File: config.mk
export PLATFORM = sky130hd
export DESIGN_NAME = sobel_fifo
export DESIGN_NICKNAME = d
export VERILOG_FILES = /design/src/rtl/core/sobel_pkg.sv /design/src/rtl/core/sobel_fifo.sv
export SDC_FILE = /design/constraint.sdc
export NUM_CORES = 1
export LEC_CHECK = 0
export CORE_ASPECT_RATIO = 0.6
export CORE_MARGIN = 5
export CORE_UTILIZATION = 30
export DETAILED_ROUTE_END_ITERATION = 6
export DONT_BUFFER_PORTS = 1
export PLACE_DENSITY = 0.54
export SETUP_SLACK_MARGIN = 0.4
export SLEW_MARGIN = 20
export SYNTH_ARGS = -nofsm -noshare
export SYNTH_HDL_FRONTEND = slang
export SYNTH_SLANG_ARGS = --single-unit
File: constraint.sdc
create_clock -name clk -period 3.9 [get_ports clk]
set_input_delay 0 -clock clk [delete_from_list [all_inputs] [get_ports clk]]
set_output_delay 0 -clock clk [all_outputs]
set_load 0.03 [all_outputs]
File: src/rtl/core/sobel_pkg.sv
// ----------------------------------------------------------------------------
// sobel_pkg
// Shared types and constants of the RGB Sobel edge stream.
// ----------------------------------------------------------------------------
package sobel_pkg;

  localparam int MaxWidth  = 1024;
  localparam int ColW      = $clog2(MaxWidth);
  localparam int CfgIdxW   = 1;
  localparam int CfgDataW  = 16;
  localparam int WidthRegW = 11;
  localparam int HeightW   = 16;
  localparam int QDepth    = 4;
  localparam int QPtrW     = $clog2(QDepth);

  localparam logic [CfgIdxW-1:0] RegWidth  = 1'b0;
  localparam logic [CfgIdxW-1:0] RegHeight = 1'b1;

  typedef logic [23:0] pix_t;

  // one classified window, passed from front to back
  typedef struct packed {
    pix_t [8:0] win;
    logic       last;
  } win_beat_t;

  // one finished result
  typedef struct packed {
    logic [7:0] mag_r;
    logic [7:0] mag_g;
    logic [7:0] mag_b;
    logic [7:0] vert_r;
    logic [7:0] vert_g;
    logic [7:0] vert_b;
    logic [7:0] horiz_r;
    logic [7:0] horiz_g;
    logic [7:0] horiz_b;
    logic       last;
  } res_beat_t;

endpackage

File: src/rtl/core/sobel_fifo.sv
// ----------------------------------------------------------------------------
// sobel_fifo
// Small result queue feeding the output ports.
// ----------------------------------------------------------------------------
module sobel_fifo
  import sobel_pkg::*;
(
  input  logic      clk,
  input  logic      rst_n,
  input  logic      wr_vld,
  input  res_beat_t wr_beat,
  output logic      wr_rdy,
  output logic      empty,
  output res_beat_t rd_beat,
  input  logic      pop
);

  res_beat_t      mem_r[QDepth];
  logic [QPtrW-1:0] wp_r, rp_r;
  logic [QPtrW:0]   cnt_r;
  logic             wr, rd;

  assign wr_rdy  = cnt_r != (QPtrW+1)'(QDepth);
  assign empty   = cnt_r == '0;
  assign wr      = wr_vld && wr_rdy;
  assign rd      = pop && !empty;
  assign rd_beat = mem_r[rp_r];

  always_ff @(posedge clk) begin
    if (!rst_n) begin
      wp_r  <= '0;
      rp_r  <= '0;
      cnt_r <= '0;
    end else begin
      if (wr) wp_r <= wp_r + QPtrW'(1);
      if (rd) rp_r <= rp_r + QPtrW'(1);
      cnt_r <= cnt_r + (QPtrW+1)'(wr) - (QPtrW+1)'(rd);
    end
  end

  always_ff @(posedge clk) begin
    if (wr) mem_r[wp_r] <= wr_beat;
  end

`ifndef SYNTH
  a_cnt: assert property (@(posedge clk) disable iff (!rst_n)
    cnt_r <= (QPtrW+1)'(QDepth)) else $error("queue overflow");
  a_ptr: assert property (@(posedge clk) disable iff (!rst_n)
    (cnt_r == '0 || cnt_r == (QPtrW+1)'(QDepth)) |-> wp_r == rp_r)
    else $error("pointer mismatch");
  a_count: assert property (@(posedge clk) disable iff (!rst_n)
    wr && !rd |=> cnt_r == $past(cnt_r) + 1'b1) else $error("count slip");
`endif

endmodule

# Yosys cells after proc, flatten, opt, wreduce, memory -nomap -nowiden
# Memories as Yosys holds them, arrays and structs flattened. A register that Yosys moved wholly into a read port is not among the register bits.
# Cells that the tools add are included.
[word_totals]
mem_bits_rw = 292
memories = 1
reg_bits = 7
elab_cells = 17
[classes]
n_addsub = 4
n_eq_ne = 1
n_reduce_logical = 4
n_mux = 4
[memory_table]
columns = ["memory", "words", "word_bits", "read_ports", "rd_clocked_by_memory_dff", "write_ports", "line_no", "text"]
rows = [
  ["mem_r", 4, 73, 1, 1, 1, "sobel_fifo.sv:18", "res_beat_t mem_r[QDepth];"],
]
[ops]
columns = ["operator", "n"]
rows = [
  ["$add 2x1->2 const B", 2],
  ["$mux 2", 2],
  ["$add 3x1->3", 1],
  ["$logic_not 3->1", 1],
  ["$ne 3x3->1 const B", 1],
  ["$sub 3x1->3", 1],
  ["$logic_and 1x1->1", 2],
  ["$mux 1", 2],
  ["$logic_not 1->1", 1],
]

# Depth between registers and ports, before layout
[logic_depth]
depth_word = 5
ltp_mapped = 11

# Worst setup path before layout
# OpenSTA, ideal clock, no wires.
[synth_timing]
kind = "reg2reg"
from = "register cnt_r[1]"
to = "memory mem_r[0][0] (netlist bit) (enable)"
t_arrival_ns = 2.514
setup_ns = 0.439
slack_ns = 0.947
path_buffers = 0
synth_period_minus_slack_ns = 2.953
path_stages_with_launch = 4
required_time_ns = 3.461
cell_sequence = "dfxtp_1 nor2_1 a21boi_2 and2_1"
[synth_between]
elab_chain_cells = 4
[synth_lines]
columns = ["item", "line_no", "text"]
rows = [
  ["start: declaration", "sobel_fifo.sv:20", "logic [QPtrW:0] cnt_r;"],
  ["start signal: assignment", "sobel_fifo.sv:37", "cnt_r <= cnt_r + (QPtrW+1)'(wr) - (QPtrW+1)'(rd);"],
  ["$ne 3x3->1", "sobel_fifo.sv:23", "assign wr_rdy = cnt_r != (QPtrW+1)'(QDepth);"],
  ["$logic_and 1x1->1", "sobel_fifo.sv:25", "assign wr = wr_vld && wr_rdy;"],
  ["$mux 1", "sobel_fifo.sv:42", "if (wr) mem_r[wp_r] <= wr_beat;"],
  ["$mux 1 (not written as such)", "sobel_fifo.sv:42", ""],
  ["end: declaration", "sobel_fifo.sv:18", ""],
]
# Every way passes these cells.

# Worst setup path after layout
[layout_timing]
from = "register cnt_r[1]"
to = "register cnt_r[2]"
[layout_between]
elab_chain_cells = 4
elab_cells_between_ends = 7
[layout_lines]
columns = ["item", "line_no", "text"]
rows = [
  ["$logic_not 3->1", "sobel_fifo.sv:24", "assign empty = cnt_r == '0;"],
  ["via empty", "sobel_fifo.sv:13", "output logic empty,"],
  ["$logic_not 1->1", "sobel_fifo.sv:26", "assign rd = pop && !empty;"],
  ["$logic_and 1x1->1", "sobel_fifo.sv:26", ""],
  ["via rd", "sobel_fifo.sv:21", "logic wr, rd;"],
  ["$sub 3x1->3", "sobel_fifo.sv:37", ""],
]
# The timed path passes the listed nets, and every way through them passes these cells.
# A chain may end at the register's enable or synchronous reset.

==> impl_results.md <==
* Crit path kind: register to register
* Clock Pin Slew Worst Setup and Hold Paths at 70 ps
* Worst Path Arrival at 3270 ps
* Yosys top cell area share at 0.791
* Synth area leader: edfxtp_1
* Met2 wire len at 11100 µm
* Area added between synthesis and finish at 20.3%
* Top Ports at 152
* Die area at 41000 µm²
* Library cells used by synthesis at 25
* Int Pwr at 6030 µW
* Post-CTS setup buffer count at 0
* DRC viols at 0
* Hold EP: mem_r[1][54]
* Worst EP required at 4340 ps
* Synth Net Count at 515
* Fin. max-slew vios at 0
* P_sw at 2580 µW
* Clock Sinks at 301
* Post-DP HPWL at 13600 µm
* Final Hold Viols at 0
* Flop2flop setup slack at 1070 ps
* Delay-heaviest family, CP: simple AND/OR/NAND/NOR gates
* P per Cell Area at 645 nW/µm²
* WL/cell at 21.0 µm
* Register area share after synthesis at 0.807
* Gr usage total at 0.103
* Async S/R FF share, synth at 0
* Maximum buffer depth of the clock tree at 3
* F_max at 354 MHz
* Main flop type after synthesis: edfxtp_1
* Clock Latency Late Sink at 550 ps
* First-pass GRT wire length at 32600 µm
* Slowest stage cell, crit path: nor3_2
* Outcome: finished, final reports clean
* Overall power at 8610 µW
* CP bufs+invs at 2
* Setup TNS at 0 ps
* Antenna-violating nets left at 0
* Largest net degree at the start of global routing at 74
* Max_slew headroom at 0.494
* Ratio of cells with drive above 1 in the final layout at 0.229
* Yosys reg bits at 301
* Iter 0 DRT Violations at 221
* WL final at 21600 µm
* Row cnt at 54
* CP endpoint kind: register
* Startpoint types: register
* RSZ-0062 raised after global routing: false
* Mapped Cells at 431
* Synth warnings at 0
* Worst reg2reg path depth at 10
* Pre-CTS setup slack at 1120 ps
* Max VDD drop at 399 µV
* Final core occ at 0.366
* Placer congestion estimate at 0.703
* Chip Width at 258 µm
* HP Class: input port to register
* Synth cell count leaders: edfxtp_1, mux4_2, dfxtp_1
* CP peak stage delay at 660 ps
* Post-layout min period at 2830 ps
* Routed vias at 4682
* Number of CTS-inserted buffers at 28
* R2R Path End: cnt_r[2]
* Final Cycle Share at 0.725
* Syn Area/Cell at 25.7 µm²
* Seq pwr share at 0.473
* Core box area at 36400 µm²
* Final setup margin at 1070 ps
* Skew final at 18.2 ps
* Clock Power Share at 0.292
* Initial core utilization at 0.305
* Top Layer Used: met4
* Synth area leaders: edfxtp_1, mux4_2, dfxtp_1
* Leak Pwr at 0.00411 µW
* Worst-path cell chain: nor3_2, nor2b_1, ha_1, inv_1, ha_1, inv_1, fa_1, xnor2_1, xnor2_1, and2_1
* Net Sw Frac at 0.300
* Mapped Area at 11100 µm²
* GRT overflow at 0
* Met1 WL at 8440 µm
* Post-synth EDFFs at 292
* Vias in the first global route at 5150
* Top-count cell post-synth: edfxtp_1
* Met3 wire len at 1610 µm
* Vias per inst at 4.55
* RR Startpoint: cnt_r[1]
* Die H at 159 µm
* Comb pwr share at 0.234
* CTS tree: built
* CTS H-tree lvls at 1
* DR pass1 iterations at 6
* # nets final at 614
* Port bufs at 0
* Hold path depth at 1
* CTS root buffer: clkbuf_16
* Worst slew pin tran at 755 ps
* MaxCap Viol Count at 0
* Setup violators final at 0
* Min-delay src: wr_beat[54]
* Initial antenna violation count at 2
* Critical Path Fanout Max at 5
[sequential cells by signal (all words and copies together) (netlist names), named ones only]
signal  flops
rp_r        2
mem_r     292
cnt_r       3
wp_r        2
[repair_timing]
item | in CTS | in global routing
setup endpoints to repair | 0 | 0
hold endpoints to repair | 301 | 0
resized for setup | 0 | 0
hold buffers | 76 | 0
[power groups by stage]
stage / clock network [µW] / logic [µW] / registers, µW
6_report: 2520 / 2020 / 4070
4_1_cts: 2610 / 1960 / 4180
3_3_place_gp: 0 / 1780 / 4230
5_1_grt: 2760 / 2140 / 4110
3_5_place_dp: 0 / 1860 / 4250
2_1_floorplan: 0 / 1720 / 4060
[routing by layer]
layer,up-vias,GRT usage
met4,0,0.0205
met2,126,0.183
met3,33,0.0399
li1,2045,-
met5,-,0
met1,2478,0.120
[cell usage in the layout, fill, tap and decap left out]
| cell | Yosys | layout |
|---|---|---|
| edfxtp_1 | 292 | 292 |
| dlygate4sd3_1 | 0 | 76 |
| mux4_2 | 70 | 70 |
| clkbuf_16 | 0 | 29 |
| nand2_1 | 7 | 7 |
| clkinv_2 | 0 | 7 |
| clkinv_1 | 0 | 7 |
| dfxtp_1 | 9 | 7 |
| buf_12 | 7 | 7 |
| ha_1 | 6 | 6 |
| inv_1 | 5 | 5 |
| clkbuf_1 | 1 | 5 |
| and2_4 | 0 | 4 |
| mux4_1 | 3 | 3 |
| buf_16 | 0 | 3 |
| diode_2 | 0 | 2 |
| nor2b_1 | 2 | 2 |
| and2_1 | 6 | 2 |
| mux2i_1 | 2 | 2 |
| o21ai_1 | 2 | 2 |
| xnor2_1 | 2 | 2 |
| dfxtp_4 | 0 | 2 |
| nor3_2 | 1 | 1 |
| nor2_1 | 1 | 1 |
| a21boi_2 | 1 | 1 |
| nand4bb_1 | 1 | 1 |
| o21ai_0 | 1 | 1 |
| or3_1 | 1 | 1 |
| a21boi_1 | 1 | 1 |
| fa_1 | 1 | 1 |
| bufinv_16 | 0 | 1 |
| clkinvlp_4 | 0 | 1 |
[cell type report]
type | instances | area (µm²)
sequential | 301 | 8960
multi-input combinational | 108 | 1940
antenna | 2 | 5.00
tap | 476 | 596
inverter | 5 | 18.8
timing repair buffer | 86 | 983
clock inverter | 16 | 98.8
clock buffer | 34 | 744
fill | 3238 | 23100
[stage by stage]
| stage | hold WS (ps) | instance area (µm²) | std cells |
|---|---|---|---|
| 2_1_floorplan | 98.9 | 11100 | 431 |
| 3_3_place_gp | 99.1 | 11500 | 891 |
| 3_5_place_dp | 99.0 | 11700 | 898 |
| 4_1_cts | 108 | 13300 | 1024 |
| 5_1_grt | 122 | 13300 | 1028 |
| 6_report | 153 | 13300 | 1028 |
[worst reg2reg max path, stage by stage (launching register included)]
cell and delay (ps):
dfxtp_1 370, nor3_2 660, nor2b_1 200, ha_1 340
inv_1 70, ha_1 140, inv_1 50, fa_1 430
xnor2_1 210, xnor2_1 90, and2_1 160
[worst max-delay path by stage]
stage             start           to  slack [ps]  cells after the start
2_1_floorplan  cnt_r[1]  mem_r[0][0]         950                      3
3_5_place_dp   cnt_r[1]     cnt_r[2]        1120                     10
5_1_grt        cnt_r[1]     cnt_r[2]         940                     10
6_report       cnt_r[1]     cnt_r[2]        1070                     10
3_3_place_gp   cnt_r[1]     cnt_r[2]        1290                     10
4_1_cts        cnt_r[1]     cnt_r[2]        1090                     10
[kinds of logic after synthesis]
| group | after synthesis | synth area share |
|---|---|---|
| flops | 301 | 0.807 |
| xor+xnor | 2 | 0.00158 |
| compound gates | 5 | 0.00305 |
| fa+ha+maj | 7 | 0.00857 |
| simple gates | 19 | 0.00970 |
| mux | 75 | 0.151 |
| buf+inv | 22 | 0.0193 |
(Power assumes the default switching activity.)
