==> src/rtl/core/sobel_pkg.sv <==
// ----------------------------------------------------------------------------
// sobel_pkg
// Shared types and constants of the RGB Sobel edge stream.
// ----------------------------------------------------------------------------
package sobel_pkg;

  localparam int MaxWidth  = 1024;
  localparam int ColW      = $clog2(MaxWidth);
  localparam int CfgIdxW   = 1;
  localparam int CfgDataW  = 16;
  localparam int WidthRegW = 11;
  localparam int HeightW   = 16;
  localparam int QDepth    = 4;
  localparam int QPtrW     = $clog2(QDepth);

  localparam logic [CfgIdxW-1:0] RegWidth  = 1'b0;
  localparam logic [CfgIdxW-1:0] RegHeight = 1'b1;

  typedef logic [23:0] pix_t;

  // one classified window, passed from front to back
  typedef struct packed {
    pix_t [8:0] win;
    logic       last;
  } win_beat_t;

  // one finished result
  typedef struct packed {
    logic [7:0] mag_r;
    logic [7:0] mag_g;
    logic [7:0] mag_b;
    logic [7:0] vert_r;
    logic [7:0] vert_g;
    logic [7:0] vert_b;
    logic [7:0] horiz_r;
    logic [7:0] horiz_g;
    logic [7:0] horiz_b;
    logic       last;
  } res_beat_t;

endpackage

==> src/rtl/core/sobel_back.sv <==
// ----------------------------------------------------------------------------
// sobel_back
// Kernel sums, clamping and bit-serial integer square root per channel.
// ----------------------------------------------------------------------------
module sobel_back
  import sobel_pkg::*;
(
  input  logic       clk,
  input  logic       rst_n,
  input  logic       win_vld,
  input  win_beat_t  win_beat,
  output logic       win_rdy,
  output logic       res_vld,
  output res_beat_t  res_beat,
  input  logic       res_rdy
);

  typedef enum logic [2:0] {
    S_IDLE = 3'b001,
    S_ROOT = 3'b010,
    S_DONE = 3'b100
  } st_t;

  st_t         st_r;
  logic [7:0]  v_r[3], h_r[3];
  logic [16:0] rem_r[3];
  logic [8:0]  root_r[3];
  logic [3:0]  step_r;
  logic        last_r;
  logic [7:0]  v_c[3], h_c[3];

  function automatic logic [7:0] clamp(input logic signed [11:0] x);
    if (x >= 12'sd255) return 8'd255;
    if (x <= 12'sd0)   return 8'd0;
    return x[7:0];
  endfunction

  // kernel sums per channel
  always_comb begin
    logic signed [11:0] t0, t1, t2, m0, m2, b0, b1, b2;
    for (int ch = 0; ch < 3; ch++) begin
      t0 = 12'(win_beat.win[0][16-8*ch +: 8]);
      t1 = 12'(win_beat.win[1][16-8*ch +: 8]);
      t2 = 12'(win_beat.win[2][16-8*ch +: 8]);
      m0 = 12'(win_beat.win[3][16-8*ch +: 8]);
      m2 = 12'(win_beat.win[5][16-8*ch +: 8]);
      b0 = 12'(win_beat.win[6][16-8*ch +: 8]);
      b1 = 12'(win_beat.win[7][16-8*ch +: 8]);
      b2 = 12'(win_beat.win[8][16-8*ch +: 8]);
      v_c[ch] = clamp((t0 + (t1 <<< 1) + t2) - (b0 + (b1 <<< 1) + b2));
      h_c[ch] = clamp((t0 + (m0 <<< 1) + b0) - (t2 + (m2 <<< 1) + b2));
    end
  end

  assign win_rdy = (st_r == S_IDLE);

  // restoring square root, one result bit per cycle, 9 steps
  always_ff @(posedge clk) begin
    if (!rst_n) begin
      st_r <= S_IDLE;
    end else begin
      case (st_r)
        S_IDLE: begin
          if (win_vld) begin
            for (int ch = 0; ch < 3; ch++) begin
              v_r[ch]    <= v_c[ch];
              h_r[ch]    <= h_c[ch];
              rem_r[ch]  <= 17'(v_c[ch]) * 17'(v_c[ch]) + 17'(h_c[ch]) * 17'(h_c[ch]);
              root_r[ch] <= '0;
            end
            last_r <= win_beat.last;
            step_r <= 4'd8;
            st_r   <= S_ROOT;
          end
        end
        S_ROOT: begin
          for (int ch = 0; ch < 3; ch++) begin
            logic [8:0]  trial;
            logic [17:0] sq;
            trial = root_r[ch] | (9'd1 << step_r);
            sq    = 18'(trial) * 18'(trial);
            if (sq <= 18'(rem_r[ch])) root_r[ch] <= trial;
          end
          if (step_r == 4'd0) st_r <= S_DONE;
          else step_r <= step_r - 4'd1;
        end
        S_DONE: begin
          if (res_rdy) st_r <= S_IDLE;
        end
        default: st_r <= S_IDLE;
      endcase
    end
  end

  assign res_vld = (st_r == S_DONE);
  assign res_beat.mag_r   = root_r[0][8] ? 8'd255 : root_r[0][7:0];
  assign res_beat.mag_g   = root_r[1][8] ? 8'd255 : root_r[1][7:0];
  assign res_beat.mag_b   = root_r[2][8] ? 8'd255 : root_r[2][7:0];
  assign res_beat.vert_r  = v_r[0];
  assign res_beat.vert_g  = v_r[1];
  assign res_beat.vert_b  = v_r[2];
  assign res_beat.horiz_r = h_r[0];
  assign res_beat.horiz_g = h_r[1];
  assign res_beat.horiz_b = h_r[2];
  assign res_beat.last    = last_r;

`ifndef SYNTH
  a_onehot: assert property (@(posedge clk) disable iff (!rst_n)
    $onehot(st_r)) else $error("state not one-hot");
  a_hold: assert property (@(posedge clk) disable iff (!rst_n)
    res_vld && !res_rdy |=> res_vld && $stable(root_r[0])) else $error("result moved");
  a_start: assert property (@(posedge clk) disable iff (!rst_n)
    win_vld && win_rdy |=> st_r == S_ROOT) else $error("root not started");
`endif

endmodule

==> config.mk <==
export PLATFORM = sky130hd
export DESIGN_NAME = sobel_back
export DESIGN_NICKNAME = d
export VERILOG_FILES = /design/src/rtl/core/sobel_pkg.sv /design/src/rtl/core/sobel_back.sv
export SDC_FILE = /design/constraint.sdc
export NUM_CORES = 2
export LEC_CHECK = 0
export ABC_AREA = 1
export ABC_CLOCK_PERIOD_IN_PS = 11600
export BUFFER_PORTS_ARGS = -buffer_cell sky130_fd_sc_hd__clkbuf_2
export CORE_ASPECT_RATIO = 0.8
export CORE_UTILIZATION = 63
export DETAILED_ROUTE_END_ITERATION = 10
export PLACE_DENSITY = 0.84
export SETUP_SLACK_MARGIN = 0.5
export SLEW_MARGIN = 25
export SYNTH_ARGS = -nofsm -noshare
export SYNTH_HDL_FRONTEND = slang
export SYNTH_SLANG_ARGS = --single-unit
==> constraint.sdc <==
create_clock -name clk -period 11.6 [get_ports clk]
set_input_delay 2.32 -clock clk [delete_from_list [all_inputs] [get_ports clk]]
set_output_delay 2.32 -clock clk [all_outputs]
set_load 0.01 [all_outputs]
# Word level (Yosys, flattened, before mapping)
# Memory sizes are Yosys's and may differ from the RTL's.
# Cells that the tools add are included.
dict set report totals {
  ff_bits 8
  ram_bits 126
  input_bits 221
  out_inout_bits 75
  elab_cells 155
  n_memories 4
}
# memory depth width rd rd_clocked_by_memory_dff wr line_no
set mem_list {}
lappend mem_list {rem_r 3 17 3 0 3 sobel_back.sv:26} ;# logic [16:0] rem_r[3];
lappend mem_list {root_r 3 9 3 0 3 sobel_back.sv:27} ;# logic [8:0] root_r[3];
lappend mem_list {h_r 3 8 3 0 3 sobel_back.sv:25} ;# logic [7:0] v_r[3], h_r[3];
lappend mem_list {v_r 3 8 3 0 3 sobel_back.sv:25}
dict set report op_classes {
  add_sub_neg 34
  n_mul 9
  magnitude_cmp 15
  eq_ne 7
  shifts 1
  muxes 71
  n_bitwise 6
  n_reduce_logical 5
}
# op count
set ops {}
lappend ops {{$mux 8} 27}
lappend ops {{$add 10x8->11} 12}
lappend ops {{$add 8x9->10} 12}
lappend ops {{$mul 8x8->16} 6}
lappend ops {{$ge 12x9->1 const B} 6}
lappend ops {{$le 12x1->1 const B} 6}
lappend ops {{$sub 11x11->12} 6}
lappend ops {{$le 18x17->1} 3}
lappend ops {{$mul 9x9->18} 3}
lappend ops {{$add 16x16->17} 3}
lappend ops {{$mux 1} 34}
lappend ops {{$mux 9} 3}
lappend ops {{$or 9x9->9} 3}
lappend ops {{$mux 3} 3}
lappend ops {{$pmux 3 s3} 1}
lappend ops {{$shl 1x4->9 const A} 1}
lappend ops {{$mux 4} 2}
lappend ops {{$pmux 4 s2} 1}
lappend ops {{$ne 2x2->1 const B} 3}
lappend ops {{$reduce_and 3->1} 2}
lappend ops {{$logic_not 4->1} 1}
lappend ops {{$reduce_and 4->1} 1}
lappend ops {{$sub 4x1->4 const B} 1}
lappend ops {{$eq 3x1->1 const B} 1}
lappend ops {{5 further kinds} 7}

# Logic depth before layout (Yosys ltp)
dict set report depth {
  word_depth 10
  depth_mapped 46
  mapped_depth_nobuf 46
}

# Worst setup path after synthesis
# Ideal clock, no wire load.
dict set report synth_path {
  path_kind {input to register}
  start {input port win_beat[1] (netlist name)}
  end {memory rem_r[2][16], in the netlist rem_r[0][50], data pin}
  setup_ns 0.265
  t_arrival_ns 10.088
  slack_ns 1.247
  cell_stages 35
  cell_sequence {inv_1 fa_1 inv_1 fa_1 fa_1 ha_1 fa_1 nand3_1 nand3_1 xor2_1 nor3_1 nand3_1 nor2_4 nor2_8 nand2_4 buf_6 nand2_1 fa_1 inv_1 fa_1 fa_1 fa_1 fa_1 inv_1 fa_1 inv_1 ha_1 nand2_1 or2_2 nand3_1 a21oi_1 o21bai_1 nand2_1 o21ai_0 xor2_1}
}
# element line_no
set synth_rtl {}
lappend synth_rtl {{start, declared} sobel_back.sv:11} ;# input win_beat_t win_beat,
lappend synth_rtl {{end, declared} sobel_back.sv:26}

==> impl_metrics.tcl <==
set metrics [dict create \
    core_area_um2 47200 \
    drt-wirelength-per-cell_um 14.1 \
    fin_setup_tns_ns 0 \
    worstSetupPathType "primary input to flop" \
    crit-reg2reg-launch "step_r[0]$_SDFFCE_PN0P_" \
    endpoint "rem_r[0][50]$_DFFE_PP_" \
    yosys.cell_count.top_type "inv_1" \
    multi_input_area_um2 22300 \
    clk_root_buffer_cell "clkbuf_16" \
    numCtsBuffers 17 \
    io-pin-count 296 \
    fin_nets 4943 \
    min_path_type "flop to flop" \
    synth_warnings 0 \
    antenna_cells 0 \
    die_h_um 198 \
    hpwl_um 54000 \
    regArea_um2 3990 \
    synthCells 3545 \
    status "finished with violations" \
    ys_types 51 \
    grt_max_degree 71 \
    finalWirelength_um 62900 \
    synth.ff_latch_count 134 \
    path_common_cell "fa_1" \
    crit_slowest_cell "fa_1" \
    finalCritPeriodShare_pct 91.8 \
    hold_viol_final 0 \
    gr-total-overflow 0 \
    drt_first_iter_violations 1461 \
    firstDrtPassIters 9 \
    fmax_ghz 0.0939 \
    ys_top_cells_by_count "inv_1, nand2_1, fa_1, ha_1, nor2_1" \
    reg2reg_depth 32 \
    crit_arrival_ns 10.86 \
    synth_edf_count 131 \
    rsz0062_at_grt "false" \
    setup-violations-final 0 \
    yosysSeqAreaShare_pct 13.2 \
    clk_latency_ns 0.47 \
    dieArea_um2 48900 \
    max_slew_margin_pct 33.2 \
    synthFlopType "edfxtp_1" \
    synth_top_cell_by_area "fa_1" \
    finalMaxSlewViolations 0 \
    grt_pass1_vias 23900 \
    via_per_inst 5.16 \
    synth_area_um2 30300 \
    cap_violations 0 \
    fin_worst_skew_ns 0.0120 \
    synthTopCellsByArea "fa_1, ha_1, edfxtp_1" \
    synth_fp_nets 4664 \
    r2r_slack_ns 3.88 \
    fillCellCount 3601 \
    synth_area_per_cell_um2 8.54 \
    track_usage_pct 27.9 \
    async_flop_share_pct 0 \
    clockBufferDepth 2 \
    portBuffers 271 \
    die_x_um 247 \
    cp-end-kind "flop" \
    r2r_end "root_r[0][20]$_SDFFCE_PP0P_" \
    route.vias.total 23000 \
    synth_top_area_share_pct 34.3 \
    required_ns 11.81 \
    violations "DRC" \
    clk_pin_slew_ns 0.06 \
    fin_crit_ns 10.65 \
    start_kind "primary input" \
    worstMarginPinSlew_ns 1.00 \
    gp_congestion 0.905 \
    postCtsHoldBufs 0 \
    cts.sinks 134 \
    num_rows 71 \
    antenna_left 0 \
    final_layout_size_suffix_gt1_share_pct 11.7 \
    drc 15 \
    antenna_found_initial 0 \
    initial_utilization_pct 64.2 \
    syn2layout_area_growth_pct 9.05 \
    grt_pass1_wl_um 109000 \
    cts_tree "built" \
    crit_start "win_beat[1]" \
    crit_fanout 8 \
    cts_max_level 4 \
    cpPeakStageDelay_ns 0.54 \
]
-- worst max-delay path: cells and delay by family --
| family | cells | cell delay (ns) |
|---|---|---|
| adder cells (fa/ha/maj) | 12 | 5.45 |
| AND/OR/NAND/NOR | 12 | 1.77 |
| buffers and inverters | 8 | 0.55 |
| AO/OA/AOI/OAI | 3 | 0.47 |
| XOR/XNOR | 2 | 0.28 |
-- sequential cells by signal (all words and copies together), names as in the netlist --
signal / cells
st_r: 3
step_r: 4
last_r: 1
h_r: 24
root_r: 27
v_r: 24
rem_r: 51
-- area by class of cell --
cell class / count / share of cell area [%]
Sequential cell: 134 / 12.1
Tap cell: 620 / 2.35
Clock inverter: 10 / 0.371
Clock buffer: 22 / 1.44
Multi-Input combinational cell: 2342 / 67.5
Inverter: 1050 / 12.0
Timing Repair Buffer: 279 / 4.29
-- cell families (layout without fill, tap and decap cells) --
group,Yosys count,after routing,share of synthesized area (%)
xor gates and xnor gates,120,120,3.52
and+or+nand+nor,1082,1082,15.4
buffers and inverters,1069,1361,13.4
AOI/OAI and AO/OA,242,242,4.55
adders and majority gates,898,898,50.0
DFF,134,134,13.2
-- what timing repair did --
| action | CTS | global route |
|---|---|---|
| setup endpoints to repair | 0 | 7 |
| setup buffers | 0 | 5 |
| endpoints found under the hold margin | 0 | 0 |
| resized for setup | 0 | 21 |
-- cells in the final DEF, fill, tap and decap left out, types with 4 or more instances in the layout --
master / netlist / final
xor2_1: 83 / 83
inv_2: 38 / 39
nor2_4: 7 / 8
o21bai_1: 15 / 15
nand4_1: 35 / 35
a21oi_2: 3 / 7
fa_1: 519 / 518
a21o_1: 13 / 13
a21oi_1: 139 / 135
clkbuf_2: 0 / 271
xnor2_1: 35 / 35
nor2_1: 232 / 229
buf_4: 2 / 8
a31oi_1: 6 / 6
ha_1: 379 / 378
nor3_1: 19 / 19
o21a_1: 4 / 4
clkbuf_16: 0 / 17
inv_1: 1005 / 1003
clkinv_1: 6 / 6
or2_2: 19 / 19
nand2_1: 603 / 597
o21ai_1: 11 / 15
nor2_2: 9 / 11
edfxtp_1: 131 / 131
nand3b_1: 12 / 12
nand3_1: 102 / 102
nand2_2: 27 / 33
nand2_4: 5 / 5
o21ai_0: 34 / 30
-- through the flow --
stage	hold WS [ns]	setup WS, ns	instances	area (um2)	util, %
2_1_floorplan	0.472	1.25	3545	30300	-
3_3_place_gp	0.496	0.578	4420	32300	68.5
3_5_place_dp	0.500	0.345	4420	32300	68.5
4_1_cts	0.510	0.836	4452	32900	69.8
5_1_grt	0.545	0.456	4457	33000	70.0
6_report	0.506	0.952	4457	33000	70.0
-- how the worst min path moves through the flow --
stage	cells after the start	start	slack (ns)	end
2_1_floorplan	2	st_r[2]$_SDFFE_PN0P_	0.47	st_r[2]$_SDFFE_PN0P_
6_report	2	st_r[2]$_SDFFE_PN0P_	0.51	st_r[2]$_SDFFE_PN0P_
4_1_cts	2	st_r[2]$_SDFFE_PN0P_	0.51	st_r[2]$_SDFFE_PN0P_
3_5_place_dp	2	st_r[2]$_SDFFE_PN0P_	0.50	st_r[2]$_SDFFE_PN0P_
3_3_place_gp	2	st_r[2]$_SDFFE_PN0P_	0.50	st_r[2]$_SDFFE_PN0P_
5_1_grt	2	st_r[2]$_SDFFE_PN0P_	0.55	st_r[2]$_SDFFE_PN0P_
-- layer usage --
layer  GRT usage, %  vias to the layer above  wire length (um)
met5              0                        -                 0
met4           7.20                        0              1160
met1           37.6                    11100             27200
li1               -                    11200                 -
met3           4.57                       93              4210
met2           46.7                      658             30300
Power is not shown: default switching activity piles up to over one toggle a cycle in this logic, so the estimate is an artifact.
